[src/rtl/core/zzbu_pkg.sv]
// shared types and constants for the zigzag bit-unpack decoder
package zzbu_pkg;

  localparam int unsigned COUNT_BITS_DEFAULT = 32;
  localparam int unsigned MAX_WIDTH          = 64;
  localparam int unsigned VALUE_BITS         = 64;
  localparam int unsigned FIELD_WIDTH_BITS   = 7;
  localparam int unsigned HELD_BITS          = 6;
  localparam int unsigned CFG_INDEX_BITS     = 2;
  localparam int unsigned CFG_DATA_BITS      = 32;

  typedef enum logic [CFG_INDEX_BITS-1:0] {
    REG_NUM_VALUES    = 2'd0,
    REG_ELEMENT_SIZE  = 2'd1,
    REG_ZIGZAG_ENABLE = 2'd2
  } reg_index_t;

  typedef enum logic [1:0] {
    ELEM_8  = 2'd0,
    ELEM_16 = 2'd1,
    ELEM_32 = 2'd2,
    ELEM_64 = 2'd3
  } elem_size_t;

endpackage

[src/rtl/core/zzbu_if.sv]
// request channels of the zigzag bit-unpack decoder
interface zzbu_byte_if;
  logic       valid;
  logic       ready;
  logic [7:0] data_byte;

  modport source (output valid, output data_byte, input ready);
  modport sink   (input valid, input data_byte, output ready);
endinterface

interface zzbu_result_if;
  logic                                valid;
  logic                                ready;
  logic signed [zzbu_pkg::VALUE_BITS-1:0] decoded_value;
  logic                                last_value;
  logic                                all_zero;
  logic                                bad_width;

  modport source (output valid, output decoded_value, output last_value,
                  output all_zero, output bad_width, input ready);
  modport sink   (input valid, input decoded_value, input last_value,
                  input all_zero, input bad_width, output ready);
endinterface

interface zzbu_cfg_if;
  logic                                   valid;
  logic                                   ready;
  logic [zzbu_pkg::CFG_INDEX_BITS-1:0]    index;
  logic [zzbu_pkg::CFG_DATA_BITS-1:0]     data;

  modport source (output valid, output index, output data, input ready);
  modport sink   (input valid, input index, input data, output ready);
endinterface

[src/rtl/core/zzbu_finish.sv]
// zigzag decode and element-size truncation with sign extension
module zzbu_finish (
  input  logic [zzbu_pkg::VALUE_BITS-1:0] raw,
  input  zzbu_pkg::elem_size_t            element_size,
  input  logic                            zigzag_enable,
  output logic [zzbu_pkg::VALUE_BITS-1:0] value
);

  logic [zzbu_pkg::VALUE_BITS-1:0] zz;

  always_comb begin
    if (zigzag_enable) begin
      zz = (raw >> 1) ^ {zzbu_pkg::VALUE_BITS{raw[0]}};
    end else begin
      zz = raw;
    end
    case (element_size)
      zzbu_pkg::ELEM_8:  value = {{56{zz[7]}}, zz[7:0]};
      zzbu_pkg::ELEM_16: value = {{48{zz[15]}}, zz[15:0]};
      zzbu_pkg::ELEM_32: value = {{32{zz[31]}}, zz[31:0]};
      default:           value = zz;
    endcase
  end

endmodule

[src/rtl/core/zigzag_bit_unpack_decoder.sv]
// top level: bit-serial zigzag column decoder
// A column arrives one byte per request: a header byte holding the field width
// (0 to 64), then data bytes with values packed lsb first. A data byte is loaded
// into the byte shift register, and no new byte is taken until each of its packed
// bits has been moved into the value store by a single-bit step; the byte ends
// early when the column's last value completes, and its pad bits are dropped.
// A bit that completes a value waits while the result register is still held
// by the sink. Each completed value is zigzag-decoded (when enabled) and
// sign-extended from the element size as it enters the result register. Width
// or count zero gives one all-zero result, a width above 64 one bad-width
// result; both end the column.
module zigzag_bit_unpack_decoder #(
  parameter int unsigned COUNT_BITS = zzbu_pkg::COUNT_BITS_DEFAULT
) (
  input  logic                 clk,
  input  logic                 rst,
  zzbu_byte_if.sink            data_in,
  zzbu_result_if.source        result_out,
  zzbu_cfg_if.sink             cfg
);

  typedef enum logic [1:0] {
    S_HEADER,
    S_WAIT,
    S_BITS
  } state_t;

  state_t                                   state;
  logic [zzbu_pkg::CFG_DATA_BITS-1:0]       col_count;
  zzbu_pkg::elem_size_t                     element_size;
  logic                                     zigzag_enable;

  logic [zzbu_pkg::FIELD_WIDTH_BITS-1:0]    field_width;
  logic [zzbu_pkg::VALUE_BITS-1:0]          store;
  logic [zzbu_pkg::HELD_BITS-1:0]           bits_held;
  logic [COUNT_BITS-1:0]                    values_left;
  logic [7:0]                               shreg;
  logic [2:0]                               bit_cnt;

  logic [zzbu_pkg::VALUE_BITS-1:0]          store_next;
  logic [zzbu_pkg::FIELD_WIDTH_BITS-1:0]    held_inc;
  logic [63:0]                              count_wide;
  logic [COUNT_BITS-1:0]                    count;
  logic [zzbu_pkg::VALUE_BITS-1:0]          finished;
  logic                                     out_free;
  logic                                     accept;
  logic                                     emit;
  logic                                     step;
  logic                                     is_last;
  logic                                     hdr_bad;
  logic                                     hdr_zero;
  logic                                     load_result;

  assign out_free       = !result_out.valid || result_out.ready;
  assign data_in.ready  = (state != S_BITS) && out_free;
  assign accept         = data_in.valid && data_in.ready;
  assign cfg.ready      = 1'b1;

  assign count_wide = 64'(col_count);
  assign count      = count_wide[COUNT_BITS-1:0];

  assign hdr_bad  = (data_in.data_byte > 8'(zzbu_pkg::MAX_WIDTH));
  assign hdr_zero = (data_in.data_byte == 8'd0) || (count == '0);

  // upper store bits are still clear, so setting one bit builds the value
  always_comb begin
    store_next            = store;
    store_next[bits_held] = shreg[0];
  end

  assign held_inc = {1'b0, bits_held} + 7'd1;
  assign emit     = (held_inc >= field_width);
  assign step     = (state == S_BITS) && (!emit || out_free);
  assign is_last  = (values_left == COUNT_BITS'(1));

  assign load_result = ((state == S_HEADER) && accept && (hdr_bad || hdr_zero))
                    || (step && emit);

  zzbu_finish u_finish (
    .raw           (store_next),
    .element_size  (element_size),
    .zigzag_enable (zigzag_enable),
    .value         (finished)
  );

  always_ff @(posedge clk) begin
    if (rst) begin
      col_count     <= '0;
      element_size  <= zzbu_pkg::ELEM_64;
      zigzag_enable <= 1'b1;
    end else if (cfg.valid) begin
      case (zzbu_pkg::reg_index_t'(cfg.index))
        zzbu_pkg::REG_NUM_VALUES:    col_count     <= cfg.data;
        zzbu_pkg::REG_ELEMENT_SIZE:  element_size  <= zzbu_pkg::elem_size_t'(cfg.data[1:0]);
        zzbu_pkg::REG_ZIGZAG_ENABLE: zigzag_enable <= cfg.data[0];
        default: ;
      endcase
    end
  end

  always_ff @(posedge clk) begin
    if (rst) begin
      state            <= S_HEADER;
      result_out.valid <= 1'b0;
      field_width      <= '0;
      store            <= '0;
      bits_held        <= '0;
      values_left      <= '0;
      shreg            <= '0;
      bit_cnt          <= '0;
    end else begin
      if (load_result) begin
        result_out.valid <= 1'b1;
      end else if (result_out.ready) begin
        result_out.valid <= 1'b0;
      end
      case (state)
        S_HEADER: begin
          if (accept) begin
            store     <= '0;
            bits_held <= '0;
            if (hdr_bad) begin
              result_out.decoded_value <= '0;
              result_out.last_value    <= 1'b1;
              result_out.all_zero      <= 1'b0;
              result_out.bad_width     <= 1'b1;
            end else if (hdr_zero) begin
              result_out.decoded_value <= '0;
              result_out.last_value    <= 1'b1;
              result_out.all_zero      <= 1'b1;
              result_out.bad_width     <= 1'b0;
            end else begin
              field_width <= data_in.data_byte[zzbu_pkg::FIELD_WIDTH_BITS-1:0];
              values_left <= count;
              state       <= S_WAIT;
            end
          end
        end
        S_WAIT: begin
          if (accept) begin
            shreg   <= data_in.data_byte;
            bit_cnt <= '0;
            state   <= S_BITS;
          end
        end
        S_BITS: begin
          if (step) begin
            shreg   <= shreg >> 1;
            bit_cnt <= bit_cnt + 3'd1;
            if (emit) begin
              result_out.decoded_value <= finished;
              result_out.last_value    <= is_last;
              result_out.all_zero      <= 1'b0;
              result_out.bad_width     <= 1'b0;
              values_left              <= values_left - COUNT_BITS'(1);
              store                    <= '0;
              bits_held                <= '0;
              // pad bits after the column's last value are dropped
              if (is_last) begin
                state <= S_HEADER;
              end else if (bit_cnt == 3'd7) begin
                state <= S_WAIT;
              end
            end else begin
              store     <= store_next;
              bits_held <= held_inc[zzbu_pkg::HELD_BITS-1:0];
              if (bit_cnt == 3'd7) begin
                state <= S_WAIT;
              end
            end
          end
        end
        default: state <= S_HEADER;
      endcase
    end
  end

endmodule

[src/flat_wrapper.sv]
// flat-port wrapper written by rule: the top's interface ports become plain ports
module zigzag_bit_unpack_decoder_flat 
#(
  parameter int unsigned COUNT_BITS = zzbu_pkg::COUNT_BITS_DEFAULT
)
  (clk, rst, data_in_valid, data_in_data_byte, data_in_ready, result_out_valid, result_out_decoded_value, result_out_last_value, result_out_all_zero, result_out_bad_width, result_out_ready, cfg_valid, cfg_index, cfg_data, cfg_ready);
  zzbu_byte_if data_in_i ();
  zzbu_result_if result_out_i ();
  zzbu_cfg_if cfg_i ();
  input  logic clk;
  input  logic rst;
  input wire logic [$bits(data_in_i.valid)-1:0] data_in_valid;
  input wire logic [$bits(data_in_i.data_byte)-1:0] data_in_data_byte;
  output wire logic [$bits(data_in_i.ready)-1:0] data_in_ready;
  output wire logic [$bits(result_out_i.valid)-1:0] result_out_valid;
  output wire logic [$bits(result_out_i.decoded_value)-1:0] result_out_decoded_value;
  output wire logic [$bits(result_out_i.last_value)-1:0] result_out_last_value;
  output wire logic [$bits(result_out_i.all_zero)-1:0] result_out_all_zero;
  output wire logic [$bits(result_out_i.bad_width)-1:0] result_out_bad_width;
  input wire logic [$bits(result_out_i.ready)-1:0] result_out_ready;
  input wire logic [$bits(cfg_i.valid)-1:0] cfg_valid;
  input wire logic [$bits(cfg_i.index)-1:0] cfg_index;
  input wire logic [$bits(cfg_i.data)-1:0] cfg_data;
  output wire logic [$bits(cfg_i.ready)-1:0] cfg_ready;
  assign data_in_i.valid = data_in_valid;
  assign data_in_i.data_byte = data_in_data_byte;
  assign data_in_ready = data_in_i.ready;
  assign result_out_valid = result_out_i.valid;
  assign result_out_decoded_value = result_out_i.decoded_value;
  assign result_out_last_value = result_out_i.last_value;
  assign result_out_all_zero = result_out_i.all_zero;
  assign result_out_bad_width = result_out_i.bad_width;
  assign result_out_i.ready = result_out_ready;
  assign cfg_i.valid = cfg_valid;
  assign cfg_i.index = cfg_index;
  assign cfg_i.data = cfg_data;
  assign cfg_ready = cfg_i.ready;
  zigzag_bit_unpack_decoder #(.COUNT_BITS(COUNT_BITS)) u_core (.clk(clk), .rst(rst), .data_in(data_in_i), .result_out(result_out_i), .cfg(cfg_i));
endmodule
[config.mk]
export PLATFORM = sky130hd
export DESIGN_NAME = zigzag_bit_unpack_decoder_flat
export DESIGN_NICKNAME = d
export VERILOG_FILES = /design/src/rtl/core/zzbu_pkg.sv /design/src/rtl/core/zzbu_if.sv /design/src/rtl/core/zzbu_finish.sv /design/src/rtl/core/zigzag_bit_unpack_decoder.sv /design/src/flat_wrapper.sv
export SDC_FILE = /design/constraint.sdc
export NUM_CORES = 1
export LEC_CHECK = 0
export ABC_CLOCK_PERIOD_IN_PS = 13900
export BUFFER_PORTS_ARGS = -buffer_cell sky130_fd_sc_hd__buf_2
export CORE_ASPECT_RATIO = 2
export CORE_MARGIN = 4
export CORE_UTILIZATION = 41
export CTS_CLUSTER_DIAMETER = 30
export DETAILED_ROUTE_END_ITERATION = 10
export SYNTH_ARGS = -nofsm -noshare
export SYNTH_HDL_FRONTEND = slang
export SYNTH_SLANG_ARGS = --single-unit
export TNS_END_PERCENT = 100
[constraint.sdc]
create_clock -name clk -period 13.9 [get_ports clk]
set_input_delay 2.78 -clock clk [delete_from_list [all_inputs] [get_ports clk]]
set_output_delay 2.78 -clock clk [all_outputs]
set_load 0.01 [all_outputs]
After elaboration in Yosys (flattened, before gate mapping)
Index checks and enable logic that the tools add are counted.

operators by class
  add/sub/neg operators = 3
  reduce and logical (&&, ||, !) cells = 31
  multiplexer cells = 57
  magnitude comparators = 4
  equality and inequality tests = 16
  bitwise operators = 4

operator list
  kind                   number
  $mux 64                9
  $pmux 64 s2            2
  $pmux 64 s3            1
  $mux 32                5
  $bwmux 64              1
  $pmux 32 s2            1
  $xor 63x64->64         1
  $eq 32x1->1 const B    1
  $logic_not 32->1       1
  $sub 32x1->32 const B  1
  $mux 6                 3
  $mux 2                 8
  $mux 8                 2
  $pmux 8 s2             1
  $mux 1                 15
  $pmux 6 s2             1
  $reduce_and 6->1       2
  $gt 8x7->1 const B     1
  $logic_not 8->1        1
  $ne 2x1->1 const B     4
  $add 6x1->7 const B    1
  $ge 7x7->1             1
  $logic_and 1x1->1      7
  $lt 6x7->1 const B     1
  other kinds (21)       44

storage, ports and cells
  input bits = 47
  flip-flop bits (word level) = 225
  output and inout bits = 70

Depth between registers and ports, before layout
Gate-level depths: netlist (run 1).

  word-level depth = 11
  gate-level depth with buffers = 15
  mapped depth without buffers = 10

Cells and area by module
Synthesis (run 1) repeated with hierarchy kept, for this count alone.

second synthesis, totals
  cells, all modules = 1458
  area, all modules = 12445.7 um2

by module, submodules not included
  module                     area each (um2)  seq. area each (um2)  times used  cells an instance
  zigzag_bit_unpack_decoder  10603.9          5175.0                1           1174
  zzbu_finish                1841.8           0.0                   1           284

Worst setup path after synthesis (run 1)
No wires, ideal clock.

  path kind = input to register
  from = in result_out_ready
  to = reg u_core.result_out.all_zero, enable pin
  setup slack = -1.021 ns
  library setup time = 0.851 ns
  buffers on the path = 1
  data arrival time = 14.069 ns
  stages on the path = 6
  cell sequence = nor2b_1 -> nor2_1 -> nand3_1 -> clkbuf_1 -> and2_1 -> a2111oi_0

between the ends
  longest elaborated chain between the ends = 5
  elaborated cells on any way between the ends = 8
  classes of those cells = eq/ne: 2; reduce/logical: 6

ends and longest elaborated chain
  item                        line                              text
  start: declaration          flat_wrapper.sv:20                input wire logic [$bits(result_out_i.ready)-1:0] result_out_ready;
  $logic_or 1x1->1            zigzag_bit_unpack_decoder.sv:54   assign out_free = !result_out.valid || result_out.ready;
  $logic_and 1x1->1           zigzag_bit_unpack_decoder.sv:55   assign data_in.ready = (state != S_BITS) && out_free;
  via data_in_ready           flat_wrapper.sv:14                output wire logic [$bits(data_in_i.ready)-1:0] data_in_ready;
  $logic_and 1x1->1           zigzag_bit_unpack_decoder.sv:56   assign accept = data_in.valid && data_in.ready;
  $ne 2x1->1 (no line)        --
  $reduce_and 6->1 (no line)  --
  end signal: assignment      zigzag_bit_unpack_decoder.sv:125  result_out.all_zero <= 1'b0;
  end signal: assignment      zigzag_bit_unpack_decoder.sv:130  result_out.all_zero <= 1'b1;
  end signal: assignment      zigzag_bit_unpack_decoder.sv:153  result_out.all_zero <= 1'b0;
  end: declaration            zzbu_if.sv:20                     output all_zero, output bad_width, input ready);

The timed path passes the listed nets, and every way through them passes these cells.
A chain may end at the register's enable or synchronous reset.

Worst setup path after layout (run 1)
  from = in result_out_ready
  to = out data_in_ready

between the ends
  longest elaborated chain between the ends = 2

ends and longest elaborated chain
  item               line
  $logic_or 1x1->1   zigzag_bit_unpack_decoder.sv:54
  $logic_and 1x1->1  zigzag_bit_unpack_decoder.sv:55
  end: declaration   flat_wrapper.sv:14

Every way passes these cells.

==> results.rst, run 1 <==
.. list-table::
   :header-rows: 1

   * - Metric
     - Value
   * - Arrival time at the worst endpoint
     - 3.50 ns
   * - Library cells used by synthesis
     - slightly below 80
   * - Global Route Usage Sum
     - 20.9%
   * - Remaining antenna violation count after routing
     - 0
   * - Share of cell area taken by muxes after synthesis
     - 6.42%
   * - Congestion Overflow GR
     - 0
   * - Synthesized area
     - 0.0128 sq mm
   * - Busiest metal layer after global routing
     - met2
   * - Wire length per cell
     - roughly 19 um
   * - Clock slew seen by the registers of the worst setup and hold paths
     - 0.05 ns
   * - Share of the clock period used by the worst path after layout
     - 45.2%
   * - Post-synthesis adder-cell area fraction
     - 1.57%
   * - Total routed wirelength
     - about 37000 um
   * - Via count of the first global-routing pass
     - 11000
   * - Yosys warning count
     - 0
   * - Met1 Usage GRT
     - 21.7%
   * - Hold/Removal Path Class
     - reg -> reg
   * - Clock sink count
     - 225
   * - Detailed placer's ending HPWL
     - 24300 um
   * - Total of cells resized after clock tree synthesis
     - 0
   * - Floorplan row count
     - between 90 and 100
   * - Flop2flop setup slack
     - 8.63 ns
   * - Number of vias per cell
     - 5.75
   * - Portion of synthesized cell area occupied by the leading cell type
     - 24.8%
   * - Horiz. Die Dim
     - 133 um
   * - Stage delay of the slowest cell on the critical path
     - around 0.26 ns
   * - Slew at the pin closest to its max-slew limit
     - 1.40 ns
   * - Wire length of the first global-routing pass
     - 58300 um
   * - Worst Path Buf+Inv
     - 2
   * - Chip Height
     - 257 um
   * - Number of enable-type register cells in the synthesized netlist
     - 67
   * - Clock buffer count from CTS
     - 36
   * - Critical Path Fanout Max
     - 4
   * - Capturing element type of the critical path
     - output pin
   * - Initial antenna violation count
     - 1
   * - Worst hold margin
     - 0.465 ns
   * - Fill cell instance count of the final layout
     - 3026
   * - Area contributors post-synth
     - sky130_fd_sc_hd__dfxtp_1 25%, sky130_fd_sc_hd__edfxtp_1 16%, sky130_fd_sc_hd__mux2i_1 5.8%
   * - Residual DRC count
     - 0
   * - Router iterations before antenna repair
     - 7
   * - Starting utilization of the core area
     - 41.5%
   * - Remaining max-slew budget at the tightest pin
     - 6.56%
   * - Number of flip-flops and latches in the synthesized netlist
     - 225
   * - H-Tree Level Count
     - 2
   * - Cell Count Post-Placement
     - 1875
   * - Critical path, cell by cell
     - buf_2 -> nor2b_1 -> nor2_1 -> buf_2
   * - Source-to-sink clock delay at the later pin of the worst-skew pair
     - roughly 0.53 ns
   * - Share of cells above drive strength 1
     - 17.1%
   * - Number of standard cells in the layout, taps in and fillers out
     - 1942
   * - Time the worst path needs with I/O delays and setup
     - 6.28 ns
   * - Placement-stage worst setup slack
     - 7.61 ns
   * - Routability Congestion
     - 0.880
   * - Max Cap Viol
     - 0
   * - Final core occ
     - 47.7%
   * - Mapped Cells
     - ~1500
   * - Met3 GRT Util
     - 2.95%
   * - Setup TNS
     - 0 ns
   * - Cell type contributing the most total cell area after synthesis
     - sky130_fd_sc_hd__dfxtp_1
   * - Post-synthesis simple-gate area fraction
     - 21.4%
   * - Seq/Total Area, Yosys
     - roughly two fifths
   * - Maximum clock frequency
     - about 160 MHz
   * - Proportion of register bits with asynchronous set or reset after synthesis
     - 0%
   * - Share of the synthesized area in compound gates (AO/OA/AOI/OAI)
     - 20.0%
   * - Dominant cell type by count on the critical path
     - sky130_fd_sc_hd__buf_2
   * - Total of buffers placed on input and output ports
     - 115
   * - Final Hold Vio Count
     - 0
   * - TritonCTS clock tree
     - built
   * - Standard cell core area
     - 0.0307 sq mm
   * - Run status
     - completed
   * - Boundary Pins
     - 117
   * - Maximum number of pins on one net before global-route repair
     - 88
   * - Power density over the cells
     - 145 mW/mm^2
   * - Synth-to-Final Area Change
     - 15.0%
   * - Clock Path Buffers
     - 3
   * - Worst path setup slack after routing
     - roughly 7.6 ns
   * - Count of vias placed by the detailed router
     - between 10000 and 15000
   * - Setup Viol. Count Final
     - 0
   * - Unrepaired setup endpoints after global routing
     - no
   * - Worst clock skew
     - 0.0151 ns
   * - Initial DRC count
     - about 670
   * - Final nets
     - approximately 1600
   * - Max stage delay cell, worst path
     - sky130_fd_sc_hd__nor2b_1
   * - CTS Root Cell
     - sky130_fd_sc_hd__clkbuf_16
   * - Final Slew Violations
     - 0
   * - Critical path start-end classification
     - in -> out
   * - Net count of the mapped netlist
     - 1574
   * - Die Area
     - around 0.034 sq mm
   * - Met2 GRT Util
     - 40.0%
   * - Post-Syn Area per Cell
     - 8.44 sq um
   * - Hold bufs inserted after CTS
     - 0
   * - Setup Buffers After CTS
     - 0
   * - VDD IR-drop max
     - 81.6 uV
   * - Most used DFF post-synth
     - sky130_fd_sc_hd__dfxtp_1
   * - CP top delay family
     - simple AND/OR/NAND/NOR gates
   * - Post-synthesis share of cell area spent on xor and xnor gates
     - 4.67%
   * - Kind of launch point of the worst setup path
     - input pin
   * - Pleak
     - 5.17 nW
   * - Combinational family with the most area after synthesis
     - simple AND/OR/NAND/NOR gates
   * - Required time at the worst-slack endpoint
     - 11.12 ns
[metrics by stage]
| step | instance area (sq um) | power [mW] |
|---|---|---|
| finish | 14700 | 2.12 |
| global route | 14700 | 2.21 |
| CTS | 14700 | 2.15 |
| detailed placement | 13400 | 1.21 |
| global placement | 13400 | 1.20 |
| floorplan | 12800 | 1.08 |
[flip-flops by register name, indices dropped and copies added (netlist names)]
name,count
u_core.zigzag_enable,1
u_core.values_left,32
u_core.store,64
u_core.result_out.last_value,1
u_core.field_width,7
u_core.result_out.all_zero,1
u_core.result_out.bad_width,1
u_core.shreg,8
u_core.bit_cnt,3
u_core.result_out.decoded_value,64
u_core.col_count,32
u_core.element_size,2
u_core.state,2
u_core.result_out.valid,1
u_core.bits_held,6
[kinds of logic after synthesis]
logic type / Yosys count
buffers and inverters: 165
AND/OR/NAND/NOR: 560
XOR/XNOR: 68
flip-flops: 225
adder cells (fa/ha/maj): 16
multiplexers: 81
AO/OA/AOI/OAI: 395
other: 1
[worst min-delay path: stages, from the launching register on]
cell and delay, ns:
sky130_fd_sc_hd__dfxtp_1 0.31, sky130_fd_sc_hd__nand2_1 0.05, sky130_fd_sc_hd__a21oi_1 0.05
[power by group]
part           switching, mW  total, mW  internal, mW
Combinational          0.317      0.447         0.130
Clock                  0.339      0.930         0.591
Sequential            0.0200      0.746         0.726
Total                  0.676       2.12          1.45
[cell type report]
type	count	area [sq um]	share of cell area [%]
Timing Repair Buffer	133	713	4.86
Clock buffer	44	992	6.76
Tap cell	372	465	3.17
Multi-Input combinational cell	1121	6980	47.5
Sequential cell	225	5180	35.3
Inverter	24	91.3	0.622
Clock inverter	22	255	1.74
Antenna cell	1	2.50	0.0170
[layer usage]
metal	up-vias	share of wire (%)
met3	80	4.1
met2	256	55
li1	5528	-
met1	5299	36
met4	0	4.7
met5	-	0
[synthesized netlist by cell type, drive strengths merged (4+ instances only)]
library cell,n
o21bai,7
nor3,23
a21o,6
nand2,148
a31oi,70
nor4,79
xnor2,22
and3b,4
mux2i,74
nand3b,11
and2,4
clkbuf,110
or3,5
or3b,6
inv,24
o31ai,4
mux2,7
ha,16
buf,31
a22oi,4
nand3,28
o32ai,11
nor2b,24
edfxtp,67
o21ai,75
nor3b,7
nand4,8
nor2,185
dfxtp,158
a21oi,140
and3,8
xor2,46
a211oi,24
nand4b,4
o21a,20
nand2b,7
[worst paths after layout]
| check | from | end | depth (start not counted) |
|---|---|---|---|
| min reg2reg | u_core.col_count[3] | u_core.col_count[3] | 2 |
| max reg2reg | u_core.bits_held[0] | u_core.result_out.decoded_value[12] | 12 |
| max | result_out_ready | data_in_ready | 4 |
| min | u_core.col_count[3] | u_core.col_count[3] | 2 |
[layout by cell type, fill, tap and decap left out, types with 30 or more instances in the layout]
master                      count
sky130_fd_sc_hd__a31oi_1       69
sky130_fd_sc_hd__o21ai_0       41
sky130_fd_sc_hd__dfxtp_1      156
sky130_fd_sc_hd__clkbuf_16     37
sky130_fd_sc_hd__nor4_1        77
sky130_fd_sc_hd__xor2_1        46
sky130_fd_sc_hd__buf_2        114
sky130_fd_sc_hd__o21ai_2       30
sky130_fd_sc_hd__nor2_1       184
sky130_fd_sc_hd__nand2_1      148
sky130_fd_sc_hd__edfxtp_1      67
sky130_fd_sc_hd__mux2i_1       74
sky130_fd_sc_hd__a21oi_1      139
Note: power is estimated with default switching activity, not from simulation.
==> run 2: changes to the inputs <==
--- a/config.mk
+++ b/config.mk
@@ -5,7 +5,7 @@
 export SDC_FILE = /design/constraint.sdc
 export NUM_CORES = 1
 export LEC_CHECK = 0
-export ABC_CLOCK_PERIOD_IN_PS = 13900
+export ABC_CLOCK_PERIOD_IN_PS = 5300
 export BUFFER_PORTS_ARGS = -buffer_cell sky130_fd_sc_hd__buf_2
 export CORE_ASPECT_RATIO = 2
 export CORE_MARGIN = 4
==> constraint.sdc (replaced) <==
create_clock -name clk -period 5.3 [get_ports clk]
set_input_delay 1.06 -clock clk [delete_from_list [all_inputs] [get_ports clk]]
set_output_delay 1.06 -clock clk [all_outputs]
set_load 0.01 [all_outputs]
==> run 2 against run 1 <==
Net effect: register-to-register slack got worse by 7.4 ns; first-iteration DRC count up 4.2%; sequential power grew to 2.7 times the previous value; clock skew down 0.0031 ns; critical path depth is 7 higher.
==> results.rst, run 2 (synthesized netlist as in run 1, its figures left out) <==
.. list-table::
   :header-rows: 1

   * - Metric
     - Value
   * - Source-to-sink clock delay at the later pin of the worst-skew pair
     - 0.52 ns (was 0.53 ns)
   * - Top library cells by usage in the layout, fill and taps aside
     - 184 x sky130_fd_sc_hd__nor2_1, 156 x sky130_fd_sc_hd__dfxtp_1, 148 x sky130_fd_sc_hd__nand2_1, 139 x sky130_fd_sc_hd__a21oi_1, 114 x sky130_fd_sc_hd__buf_2 (unchanged)
   * - Pleak
     - 5.19 nW (was 5.17 nW)
   * - Total design power
     - 5.50 mW (was 2.12 mW)
   * - Worst setup path start
     - u_core.bits_held[0] (was result_out_ready)
   * - Most frequent standard cell in the layout excluding fill and tap cells
     - sky130_fd_sc_hd__nor2_1 (unchanged)
   * - Setup Viol. Count Final
     - 0 (unchanged)
   * - Share of total power in combinational logic
     - 21.0% (was 21.1%)
   * - Synth-to-Final Area Change
     - 15.5% (was 15.0%)
   * - Final Hold Vio Count
     - 0 (unchanged)
   * - Part of the total power dissipated in sequential elements
     - 35.9% (was 35.1%)
   * - Via count of the first global-routing pass
     - 11100 (was 11000)
   * - Setup Buffers After CTS
     - 0 (unchanged)
   * - Critical Path Fanout Max
     - 65 (was 4)
   * - Total routed wirelength
     - 36900 um (was 36600 um)
   * - Number of standard cells in the layout, taps in and fillers out
     - 1947 (was 1942)
   * - Chip Height
     - 257 um (unchanged)
   * - Router iterations before antenna repair
     - 6 (was 7)
   * - Congestion Overflow GR
     - 0 (unchanged)
   * - Capturing element type of the critical path
     - register (was output pin)
   * - Horiz. Die Dim
     - 133 um (unchanged)
   * - Final nets
     - 1610 (was 1604)
   * - Hold bufs inserted after CTS
     - 0 (unchanged)
   * - TritonCTS clock tree
     - built (unchanged)
   * - Arrival time at the worst endpoint
     - 4.29 ns (was 3.50 ns)
   * - Wire length per cell
     - 18.9 um (was 18.8 um)
   * - Share of cells above drive strength 1
     - 17.3% (was 17.1%)
   * - Unrepaired setup endpoints after global routing
     - no (unchanged)
   * - Global Route Usage Sum
     - 21.0% (was 20.9%)
   * - Remaining max-slew budget at the tightest pin
     - 14.6% (was 6.56%)
   * - Die Area
     - 0.0342 sq mm (unchanged)
   * - Worst clock skew
     - 0.0120 ns (was 0.0151 ns)
   * - Time the worst path needs with I/O delays and setup
     - roughly 4 ns
   * - Kind of launch point of the worst setup path
     - register (was input pin)
   * - Crit path capture
     - u_core.result_out.decoded_value[0] (was data_in_ready)
   * - Number of vias per cell
     - 5.82 (was 5.75)
   * - Maximum number of pins on one net before global-route repair
     - 77 (was 88)
   * - Clock sink count
     - 225 (unchanged)
   * - Clk pwr share
     - 43.0% (was 43.8%)
   * - Slew at the pin closest to its max-slew limit
     - 1.28 ns (was 1.40 ns)
   * - Initial DRC count
     - 702 (was 674)
   * - Endpoint of the worst-slack reg-to-reg timing path
     - u_core.result_out.decoded_value[0] (was u_core.result_out.decoded_value[12])
   * - Wire length of the first global-routing pass
     - 58600 um (was 58300 um)
   * - Total of cells resized after clock tree synthesis
     - 0 (unchanged)
   * - Fill cell instance count of the final layout
     - 3022 (was 3026)
   * - Remaining antenna violation count after routing
     - 0 (unchanged)
   * - Hold path cells
     - 2 (unchanged)
   * - Clock buffer count from CTS
     - 37 (was 36)
   * - Final Slew Violations
     - 0 (unchanged)
   * - Boundary Pins
     - 117 (unchanged)
   * - Residual DRC count
     - 0 (unchanged)
   * - Standard cell core area
     - 0.0307 sq mm (unchanged)
   * - Initial antenna violation count
     - 0 (was 1)
   * - Cell Count Post-Placement
     - 1880 (was 1875)
   * - Max Cap Viol
     - 0 (unchanged)
   * - Switching part of the total
     - 32.1% (was 31.8%)
   * - Switch Pwr
     - 1.77 mW (was 0.676 mW)
   * - P_int
     - 3.73 mW (was 1.45 mW)
   * - Critical path start-end classification
     - reg -> reg (was in -> out)
   * - Maximum clock frequency
     - 243 MHz
   * - Hold/Removal Path Class
     - reg -> reg (unchanged)
   * - Run status
     - completed (unchanged)
   * - CTS Root Cell
     - sky130_fd_sc_hd__clkbuf_16 (unchanged)
   * - Number of cells on the worst reg-to-reg path
     - 11 (was 12)
   * - Floorplan row count
     - 91 (unchanged)
   * - Starting utilization of the core area
     - 41.5% (unchanged)
   * - Total of buffers placed on input and output ports
     - 115 (unchanged)
   * - Setup TNS
     - 0 ns (unchanged)
   * - Clock slew seen by the registers of the worst setup and hold paths
     - 0.06 ns (was 0.05 ns)
   * - Flop2flop setup slack
     - 1.19 ns (was 8.63 ns)
   * - Power density over the cells
     - 373 mW/mm^2 (was 145 mW/mm^2)
   * - Routability Congestion
     - 0.866 (was 0.880)
   * - H-Tree Level Count
     - 2 (unchanged)
   * - Share of the clock period used by the worst path after layout
     - 77.5%
   * - VDD IR-drop max
     - 193 uV (was 81.6 uV)
   * - N_diodes
     - 0 (was 1)
   * - Detailed placer's ending HPWL
     - 24900 um (was 24300 um)
   * - Clock Path Buffers
     - 3 (unchanged)
   * - Source of the worst register-to-register timing path
     - u_core.bits_held[0] (unchanged)
   * - Required time at the worst-slack endpoint
     - 5.48 ns (was 11.12 ns)
   * - Largest regs
     - u_core.result_out.decoded_value: 64 flops, u_core.store: 64 flops (unchanged)
   * - Count of vias placed by the detailed router
     - 11300 (was 11200)
==> run 2: cell types whose count changed in the layout (fill, tap and decap cells not counted), sizes merged <==
cell,change
clkbuf,+2
clkinvlp,+4
inv,-3
bufinv,-3
clkinv,+1
buf,+5
diode,-1
==> run 2: final cells by class <==
type | count | area [sq um] | area share (%)
Timing Repair Buffer | 138 | 776 | 5.26
Sequential cell | 225 | 5180 | 35.2
Tap cell | 372 | 465 | 3.16
Clock buffer | 46 | 1050 | 7.15
Clock inverter | 21 | 179 | 1.21
Inverter | 24 | 91.3 | 0.620
Multi-Input combinational cell | 1121 | 6990 | 47.4
==> run 2: per-layer routing <==
metal / wire length [um] / part of all wire (%) / vias to the layer above / GRT usage, %
met4: 1840 / 5.0 / 0 / 10.9
met5: 0 / 0 / - / 0
met2: 20200 / 55 / 356 / 40.4
li1: - / - / 5546 / -
met1: 13200 / 36 / 5330 / 21.5
met3: 1660 / 4.5 / 103 / 3.15
==> run 2: how the worst min path moves through the flow <==
| stage | from | endpoint | slack [ns] |
|---|---|---|---|
| after global routing | u_core.values_left[23] | u_core.values_left[23] | 0.49 |
| after floorplan | u_core.col_count[16] | u_core.col_count[16] | 0.44 |
| after global placement | u_core.store[15] | u_core.store[15] | 0.45 |
| after detailed placement | u_core.col_count[18] | u_core.col_count[18] | 0.46 |
| final | u_core.col_count[3] | u_core.col_count[3] | 0.47 |
| after CTS | u_core.col_count[21] | u_core.col_count[21] | 0.47 |
==> run 2: stage by stage <==
stage | utilization (%) | worst slack [ns] | hold WS, ns | instance area (sq um)
floorplan | - | 0.0960 | 0.444 | 12800
global placement | 43.9 | 1.34 | 0.455 | 13500
detailed placement | 43.9 | 1.20 | 0.464 | 13500
CTS | 47.9 | 1.19 | 0.474 | 14700
global route | 47.9 | 0.831 | 0.494 | 14700
finish | 47.9 | 1.19 | 0.471 | 14700
==> run 2: power by group through the flow <==
stage | logic [mW] | registers (mW) | clock network [mW]
after global routing | 1.26 | 1.99 | 2.50
after global placement | 1.14 | 2.01 | 0
after floorplan | 0.801 | 2.02 | 0
after detailed placement | 1.15 | 2.01 | 0
after CTS | 1.16 | 1.98 | 2.42
final | 1.16 | 1.98 | 2.37
==> run 2: worst max-delay path: stages, from the launching register on <==
cell,delay (ns)
sky130_fd_sc_hd__dfxtp_1,0.66
sky130_fd_sc_hd__nand3_1,0.39
sky130_fd_sc_hd__o21ai_0,0.33
sky130_fd_sc_hd__nand2_1,0.12
sky130_fd_sc_hd__ha_1,0.32
sky130_fd_sc_hd__a41o_1,0.25
sky130_fd_sc_hd__a21oi_1,0.26
sky130_fd_sc_hd__o21a_1,0.40
sky130_fd_sc_hd__o21ai_4,0.07
sky130_fd_sc_hd__and2_1,0.22
sky130_fd_sc_hd__a2111oi_4,0.33
sky130_fd_sc_hd__buf_12,0.35
